**config.mk**
```make
export PLATFORM = sky130hd
export DESIGN_NAME = utf8_utf16_stream_decoder_core
export DESIGN_NICKNAME = d
export VERILOG_FILES = /design/src/sv/utfdec_pkg.sv /design/src/sv/utf8_utf16_stream_decoder_core.sv
export SDC_FILE = /design/constraint.sdc
export NUM_CORES = 1
export LEC_CHECK = 0
export ABC_CLOCK_PERIOD_IN_PS = 5800
export BUFFER_PORTS_ARGS = -buffer_cell sky130_fd_sc_hd__buf_2
export CORE_ASPECT_RATIO = 0.6
export CORE_MARGIN = 2
export CORE_UTILIZATION = 40
export DETAILED_ROUTE_END_ITERATION = 10
export GPL_TIMING_DRIVEN = 0
export HOLD_SLACK_MARGIN = 0.06
export PLACE_DENSITY = 0.76
export SLEW_MARGIN = 15
export SYNTH_ARGS = -nofsm -noshare
export SYNTH_HDL_FRONTEND = slang
export SYNTH_SLANG_ARGS = --single-unit
```
**constraint.sdc**
```tcl
create_clock -name clk -period 5.8 [get_ports clk]
set_input_delay 0.87 -clock clk [delete_from_list [all_inputs] [get_ports clk]]
set_output_delay 0.87 -clock clk [all_outputs]
set_load 0.02 [all_outputs]
```
**src/sv/utfdec_pkg.sv**
```systemverilog
// utfdec_pkg: types, codes and constants for the utf-8 / utf-16 stream decoder
// no dependencies; used by utf8_utf16_stream_decoder_core
`default_nettype none

package utfdec_pkg;

    // text mode register codes
    typedef enum logic [1:0] {
        MODE_ASCII    = 2'd0,
        MODE_UTF8     = 2'd1,
        MODE_UTF16_LE = 2'd2,
        MODE_UTF16_BE = 2'd3
    } text_mode_t;

    // result status codes
    typedef enum logic [1:0] {
        ST_CHAR      = 2'd0,
        ST_MALFORMED = 2'd1,
        ST_TRUNCATED = 2'd2
    } status_t;

    // field widths
    localparam int unsigned BYTE_W   = 8;
    localparam int unsigned CP_W     = 21;
    localparam int unsigned STATUS_W = 2;
    localparam int unsigned UNIT_W   = 16;
    localparam int unsigned PEND_W   = 2;

    // stream data widths, packed to whole bytes
    localparam int unsigned S_TDATA_W = 8;
    localparam int unsigned M_TDATA_W = 24;

    // configuration port
    localparam int unsigned PADDR_W  = 4;
    localparam int unsigned PDATA_W  = 32;
    localparam logic [1:0]  REG_TEXT_MODE = 2'd0;

    // surrogate and continuation constants
    localparam logic [UNIT_W-1:0] SURR_MASK   = 16'hfc00;
    localparam logic [UNIT_W-1:0] SURR_HIGH   = 16'hd800;
    localparam logic [UNIT_W-1:0] SURR_LOW    = 16'hdc00;
    localparam logic [CP_W-1:0]   SUPP_OFFSET = 21'h10000;
    localparam logic [BYTE_W-1:0] CONT_MASK   = 8'hc0;
    localparam logic [BYTE_W-1:0] CONT_VALUE  = 8'h80;

endpackage

`default_nettype wire

```
**src/sv/utf8_utf16_stream_decoder_core.sv**
```systemverilog
// utf8_utf16_stream_decoder_core: byte stream in, code points out
// depends on utfdec_pkg
`default_nettype none

// One raw byte is taken per transfer on the slave side; tlast marks end of
// stream (the byte is then ignored). A finished character, a malformed
// sequence report or a truncation report leaves on the master side as one
// transfer: code point in tdata[20:0], status in tdata[22:21]. The block
// takes one byte every cycle unless the master side stalls: each byte
// passes an input register, one level of decode logic against the small
// accumulator state, and a result register before its result leaves.
// Bytes that only extend a sequence give no result. Writing text_mode (byte
// address 0) clears all decode state; write it only while the stream is idle.
// Reset selects UTF-8.
module utf8_utf16_stream_decoder_core
(
    input  wire                                clk,
    input  wire                                rst_n,

    // byte stream
    input  wire                                s_tvalid,
    output logic                               s_tready,
    input  wire  [utfdec_pkg::S_TDATA_W-1:0]   s_tdata,   // [7:0] data_byte
    input  wire                                s_tlast,   // end_of_stream

    // code point stream
    output logic                               m_tvalid,
    input  wire                                m_tready,
    output logic [utfdec_pkg::M_TDATA_W-1:0]   m_tdata,   // [20:0] code_point,
                                                          // [22:21] status, [23] zero

    // configuration
    input  wire                                psel,
    input  wire                                penable,
    input  wire                                pwrite,
    input  wire  [utfdec_pkg::PADDR_W-1:0]     paddr,
    input  wire  [utfdec_pkg::PDATA_W-1:0]     pwdata,
    output logic [utfdec_pkg::PDATA_W-1:0]     prdata,
    output logic                               pready
);

    // configuration register
    utfdec_pkg::text_mode_t                    mode_reg;
    logic                                      cfg_write;

    // input register
    logic                                      in_valid_reg;
    logic [utfdec_pkg::BYTE_W-1:0]             in_byte_reg;
    logic                                      in_last_reg;

    // decode state
    logic [utfdec_pkg::CP_W-1:0]               partial_reg, partial_next;
    logic [utfdec_pkg::PEND_W-1:0]             pending_reg, pending_next;
    logic                                      phase_reg, phase_next;
    logic [utfdec_pkg::BYTE_W-1:0]             held_reg, held_next;
    logic                                      surr_reg, surr_next;

    // result register
    logic                                      out_valid_reg, out_valid_next;
    logic [utfdec_pkg::CP_W-1:0]               out_cp_reg;
    utfdec_pkg::status_t                       out_status_reg;

    // decode results
    logic                                      advance;
    logic                                      emit;
    logic [utfdec_pkg::CP_W-1:0]               emit_cp;
    utfdec_pkg::status_t                       emit_status;
    logic [utfdec_pkg::UNIT_W-1:0]             unit;
    logic [utfdec_pkg::CP_W-1:0]               shifted;

    // handshake control
    assign advance  = in_valid_reg && (!out_valid_reg || m_tready);
    assign s_tready = !in_valid_reg || advance;

    // configuration port
    assign pready    = 1'b1;
    assign cfg_write = psel && penable && pwrite
                       && (paddr[utfdec_pkg::PADDR_W-1:2] == utfdec_pkg::REG_TEXT_MODE);
    assign prdata    = (paddr[utfdec_pkg::PADDR_W-1:2] == utfdec_pkg::REG_TEXT_MODE)
                       ? {{(utfdec_pkg::PDATA_W-2){1'b0}}, mode_reg}
                       : '0;

    always_ff @(posedge clk or negedge rst_n)
    begin
        if (!rst_n)
        begin
            mode_reg <= utfdec_pkg::MODE_UTF8;
        end
        else if (cfg_write)
        begin
            mode_reg <= utfdec_pkg::text_mode_t'(pwdata[1:0]);
        end
    end

    // input register
    always_ff @(posedge clk or negedge rst_n)
    begin
        if (!rst_n)
        begin
            in_valid_reg <= 1'b0;
        end
        else if (s_tready)
        begin
            in_valid_reg <= s_tvalid;
        end
    end

    always_ff @(posedge clk)
    begin
        if (s_tready && s_tvalid)
        begin
            in_byte_reg <= s_tdata[utfdec_pkg::BYTE_W-1:0];
            in_last_reg <= s_tlast;
        end
    end

    // utf-16 unit in the selected byte order, utf-8 accumulator shift
    assign unit = (mode_reg == utfdec_pkg::MODE_UTF16_BE) ? {held_reg, in_byte_reg}
                                                          : {in_byte_reg, held_reg};
    assign shifted = {partial_reg[utfdec_pkg::CP_W-7:0], in_byte_reg[5:0]};

    // decode of one byte against the current state
    always_comb
    begin
        partial_next = partial_reg;
        pending_next = pending_reg;
        phase_next   = phase_reg;
        held_next    = held_reg;
        surr_next    = surr_reg;
        emit         = 1'b0;
        emit_cp      = '0;
        emit_status  = utfdec_pkg::ST_CHAR;

        if (in_last_reg)
        begin
            // end of stream: report any partial sequence
            partial_next = '0;
            pending_next = '0;
            phase_next   = 1'b0;
            held_next    = '0;
            surr_next    = 1'b0;
            if ((pending_reg != '0) || phase_reg || surr_reg)
            begin
                emit        = 1'b1;
                emit_status = utfdec_pkg::ST_TRUNCATED;
            end
        end
        else
        begin
            case (mode_reg)
                utfdec_pkg::MODE_ASCII:
                begin
                    emit    = 1'b1;
                    emit_cp = {{(utfdec_pkg::CP_W-utfdec_pkg::BYTE_W){1'b0}}, in_byte_reg};
                end
                utfdec_pkg::MODE_UTF8:
                begin
                    if (pending_reg != '0)
                    begin
                        if ((in_byte_reg & utfdec_pkg::CONT_MASK) != utfdec_pkg::CONT_VALUE)
                        begin
                            // bad continuation drops the whole sequence
                            partial_next = '0;
                            pending_next = '0;
                            emit         = 1'b1;
                            emit_status  = utfdec_pkg::ST_MALFORMED;
                        end
                        else if (pending_reg == 2'd1)
                        begin
                            partial_next = '0;
                            pending_next = '0;
                            emit         = 1'b1;
                            emit_cp      = shifted;
                        end
                        else
                        begin
                            partial_next = shifted;
                            pending_next = pending_reg - 2'd1;
                        end
                    end
                    else if (!in_byte_reg[7])
                    begin
                        emit    = 1'b1;
                        emit_cp = {{(utfdec_pkg::CP_W-utfdec_pkg::BYTE_W){1'b0}}, in_byte_reg};
                    end
                    else if (in_byte_reg[7:5] == 3'b110)
                    begin
                        partial_next = {{(utfdec_pkg::CP_W-5){1'b0}}, in_byte_reg[4:0]};
                        pending_next = 2'd1;
                    end
                    else if (in_byte_reg[7:4] == 4'b1110)
                    begin
                        partial_next = {{(utfdec_pkg::CP_W-4){1'b0}}, in_byte_reg[3:0]};
                        pending_next = 2'd2;
                    end
                    else if (in_byte_reg[7:3] == 5'b11110)
                    begin
                        partial_next = {{(utfdec_pkg::CP_W-3){1'b0}}, in_byte_reg[2:0]};
                        pending_next = 2'd3;
                    end
                    else
                    begin
                        // stray continuation or five-plus leading ones
                        emit        = 1'b1;
                        emit_status = utfdec_pkg::ST_MALFORMED;
                    end
                end
                default:
                begin
                    // utf-16, either byte order
                    if (!phase_reg)
                    begin
                        held_next  = in_byte_reg;
                        phase_next = 1'b1;
                    end
                    else
                    begin
                        phase_next = 1'b0;
                        held_next  = '0;
                        if (surr_reg)
                        begin
                            surr_next    = 1'b0;
                            partial_next = '0;
                            emit         = 1'b1;
                            if ((unit & utfdec_pkg::SURR_MASK) != utfdec_pkg::SURR_LOW)
                            begin
                                emit_status = utfdec_pkg::ST_MALFORMED;
                            end
                            else
                            begin
                                emit_cp = utfdec_pkg::SUPP_OFFSET
                                          + {1'b0, partial_reg[9:0], unit[9:0]};
                            end
                        end
                        else if ((unit & utfdec_pkg::SURR_MASK) == utfdec_pkg::SURR_HIGH)
                        begin
                            partial_next = {{(utfdec_pkg::CP_W-10){1'b0}}, unit[9:0]};
                            surr_next    = 1'b1;
                        end
                        else
                        begin
                            emit    = 1'b1;
                            emit_cp = {{(utfdec_pkg::CP_W-utfdec_pkg::UNIT_W){1'b0}}, unit};
                        end
                    end
                end
            endcase
        end
    end

    // decode state registers
    always_ff @(posedge clk or negedge rst_n)
    begin
        if (!rst_n)
        begin
            partial_reg <= '0;
            pending_reg <= '0;
            phase_reg   <= 1'b0;
            held_reg    <= '0;
            surr_reg    <= 1'b0;
        end
        else if (cfg_write)
        begin
            partial_reg <= '0;
            pending_reg <= '0;
            phase_reg   <= 1'b0;
            held_reg    <= '0;
            surr_reg    <= 1'b0;
        end
        else if (advance)
        begin
            partial_reg <= partial_next;
            pending_reg <= pending_next;
            phase_reg   <= phase_next;
            held_reg    <= held_next;
            surr_reg    <= surr_next;
        end
    end

    // result register
    always_comb
    begin
        if (advance && emit)
        begin
            out_valid_next = 1'b1;
        end
        else if (m_tready)
        begin
            out_valid_next = 1'b0;
        end
        else
        begin
            out_valid_next = out_valid_reg;
        end
    end

    always_ff @(posedge clk or negedge rst_n)
    begin
        if (!rst_n)
        begin
            out_valid_reg <= 1'b0;
        end
        else
        begin
            out_valid_reg <= out_valid_next;
        end
    end

    always_ff @(posedge clk)
    begin
        if (advance && emit)
        begin
            out_cp_reg     <= emit_cp;
            out_status_reg <= emit_status;
        end
    end

    // master side transfer
    assign m_tvalid = out_valid_reg;
    assign m_tdata  = {1'b0, out_status_reg, out_cp_reg};

endmodule

`default_nettype wire
```
==> impl_metrics.yaml <==
floorplanning:
  core_mm2: 0.009155
  die_h_um: 79.18
  rows: 27
  dieArea_mm2: 0.01024
  die_x_um: 129.3
  io_pins: 111
  initial_core_util_pct: 41.15
sta:
  grt_setup_unrepaired: "no"
  max_freq_mhz: 358.0
  finalSetupViolations: 0
  period_share_pct: 48.16
  finClkSkew_ps: 6.874
  fin_tns_setup_ps: 0
  maxSlewViolCount: 0
  min_period_ps: 2793
  finalHoldViolations: 0
  whs_ps: 531.9
  relSlewSlack_pct: 46.64
  tightestPinTransition_ps: 798.3
worst_setup_path:
  arrival_ps: 2880
  endpoint_kind: "flip-flop"
  path_class: "reg2reg"
  critPathLaunchType: "flip-flop"
  required_ps: 5890
  cp_cell_sequence: "buf_2, buf_1, mux2i_1, o2111ai_1, a31oi_1, nor2_2, buf_6"
  reg2reg_from: "mode_reg[0]"
  path_max_fanout: 19
  critPathLaunch: "mode_reg[0]"
  critPathMaxStageDelay_ps: 600
  cp_slowest_cell: "dfstp_2"
finish:
  final_cells: 600
  drive_above_1_share_pct: 27.23
  syn_to_final_growth_pct: 21.32
  fin_nets: 520
  diodes: 0
  largest_reg_flops: 21
pwr:
  ir_drop_v: 0.0001996
  p_sw_uw: 651.6
  p_per_area_mw_per_mm2: 387.0
  leakage_uw: 0.002032
  p_clk_share_pct: 28.6
  swShare_pct: 36.84
  power_frac_comb_pct: 32.8
  seqPwrFrac_pct: 38.6
  cellInternalPower_uw: 1117
synth:
  ys_seq_area_share_pct: 46.13
  synthArstFlopShare_pct: 49.21
  syn_area_mm2: 0.003767
  synth_edf_count: 32
  ys.flop_type: "edfxtp_1"
  syn_avg_cell_area_um2: 9.993
  netlist-cell-type-count: 62
  ys_warn_count: 0
  synthCells: 377
  ys_seq_elements: 63
cts:
  path_clk_slew_ps: 60
  numCtsBuffers: 9
  post-cts-setup-buffer-count: 0
  insertion_delay_ps: 340
  htreeDepth: 3
  cts_tree: "done"
  holdBufCountCts: 0
  cts_root_buffer: "clkbuf_16"
  clkSinkCount: 63
  clock_path_buffers: 2
  post_cts_resized: 0
place:
  dpl.cell_count: 584
  portBuffers: 46
  globalplace.congestion: 0.9555
  dp_hpwl_um: 7885
routing:
  dr.pass1.iters: 5
  first_iter_violations: 269
  drc: 0
  drt_wl_total_um: 10480
  wl_per_cell_um: 17.47
  antenna_left: 0
  viasPerCell: 5.260
  num_vias: 3156
status:
  status: "finished, final reports clean"
grt:
  grt_max_degree: 32
  gr-usage-all-layers_pct: 21.86
  grt_overflow_total: 0
  antenna_found_initial: 0
  grt_pass1_vias: 2897
  grt_pass1_wl_um: 16390
run:
  drv_cap: 0
min_path:
  min_from: "partial_reg[13]"
  hold_class: "reg2reg"
per-layer routing:
metal,global-route usage [%],vias to the layer above,wire length (µm),part of all wire (%)
met5,0,-,0,0
met1,33.11,1475,4909,47
met3,9.838,14,1473,14
met4,6.957,0,137,1.3
li1,-,1475,-,-
met2,26.74,192,3962,38
cell type report:
class | count | area (µm²)
clock inverter | 6 | 33.78
buffer | 56 | 360.3
clock buffer | 10 | 250.2
timing repair buffer | 47 | 241.5
fill | 847 | 4584
inverter | 16 | 60.06
multi-input combinational | 272 | 1724
tap | 130 | 162.7
sequential | 63 | 1738
cells in the mapped netlist, types with 2 or more instances:
master / count / area (µm²)
o21ai_0: 23 / 115.1
buf_2: 5 / 25.02
nand3_1: 12 / 60.06
nor2_1: 19 / 71.32
a22oi_1: 8 / 60.06
a21oi_1: 29 / 145.1
nor3_1: 3 / 15.01
nand4_1: 5 / 31.28
o31ai_1: 6 / 45.04
mux2i_1: 13 / 130.1
inv_1: 15 / 56.30
conb_1: 2 / 7.510
nand2_1: 30 / 112.6
and2_1: 6 / 37.54
ha_1: 3 / 37.54
clkbuf_1: 12 / 45.04
edfxtp_1: 32 / 960.9
mux2_2: 7 / 78.83
and3_1: 6 / 37.54
or2_2: 4 / 25.02
nor3b_1: 3 / 22.52
mux2_4: 5 / 75.07
or3_1: 2 / 12.51
a2bb2oi_1: 2 / 17.52
buf_4: 33 / 247.7
a22o_1: 10 / 87.58
nor2b_1: 9 / 56.30
buf_1: 3 / 11.26
nand2b_1: 3 / 18.77
dfrtp_1: 30 / 750.7
o21a_1: 4 / 30.03
a31oi_1: 2 / 12.51
a211oi_1: 2 / 15.01
worst paths after layout:
kind,slack [ps],end,depth (start not counted)
min in group asynchronous,590,pending_reg[1],1
worst max-delay path,3010,out_cp_reg[14],7
worst min register to register,530,partial_reg[13],2
max in group asynchronous,4760,partial_reg[12],1
worst min-delay path,530,partial_reg[13],2
worst max register to register,3010,out_cp_reg[14],7
kinds of logic after synthesis:
logic type	share of synthesized area [%]
xor gates and xnor gates	0.4650
DFF	46.13
AOI/OAI and AO/OA	17.83
adders and majority gates	0.9965
other	0.1993
muxes	7.539
buffers and inverters	11.16
and+or+nand+nor	15.68
power by group through the flow:
stage                     combinational (µW)  sequential (µW)  clock [µW]
final                                    580              683         506
after global routing                     637              691         540
after CTS                                573              676         519
after detailed placement                 569              683           0
after global placement                   553              683           0
after floorplan                          369              701           0
layout by cell type (no fill, tap or decap), types with 4 or more instances in the layout:
| master | Yosys | layout |
|---|---|---|
| nor2_1 | 19 | 18 |
| o31ai_1 | 6 | 6 |
| a22oi_1 | 8 | 8 |
| mux2_2 | 7 | 7 |
| nand4_1 | 5 | 5 |
| nor2b_1 | 9 | 9 |
| clkbuf_16 | 0 | 10 |
| and3_1 | 6 | 6 |
| o21ai_0 | 23 | 23 |
| mux2_4 | 5 | 5 |
| edfxtp_1 | 32 | 32 |
| nand3_1 | 12 | 12 |
| clkbuf_1 | 12 | 12 |
| buf_4 | 33 | 33 |
| a21oi_1 | 29 | 29 |
| dfrtp_1 | 30 | 30 |
| buf_2 | 5 | 51 |
| inv_1 | 15 | 15 |
| a22o_1 | 10 | 10 |
| conb_1 | 2 | 32 |
| o21a_1 | 4 | 4 |
| or2_2 | 4 | 4 |
| nand2_1 | 30 | 30 |
| and2_1 | 6 | 6 |
| mux2i_1 | 13 | 13 |
critical path: cells and delay by family (launching register included):
kind	cells	cell delay, ps
buf+inv	3	930
flops	1	600
compound gates	2	580
mux	1	250
simple gates	1	170
through the flow:
step,worst slack [ps],area (µm²),utilization (%),power (µW)
6_report,3007,4571,49.92,1769
5_1_grt,2887,4571,49.92,1868
4_1_cts,3116,4571,49.92,1767
3_5_place_dp,2985,4287,46.82,1252
3_3_place_gp,2288,4273,46.67,1236
2_1_floorplan,3089,3880,-,1069
No activity file was read; power rests on OpenSTA's default activity.
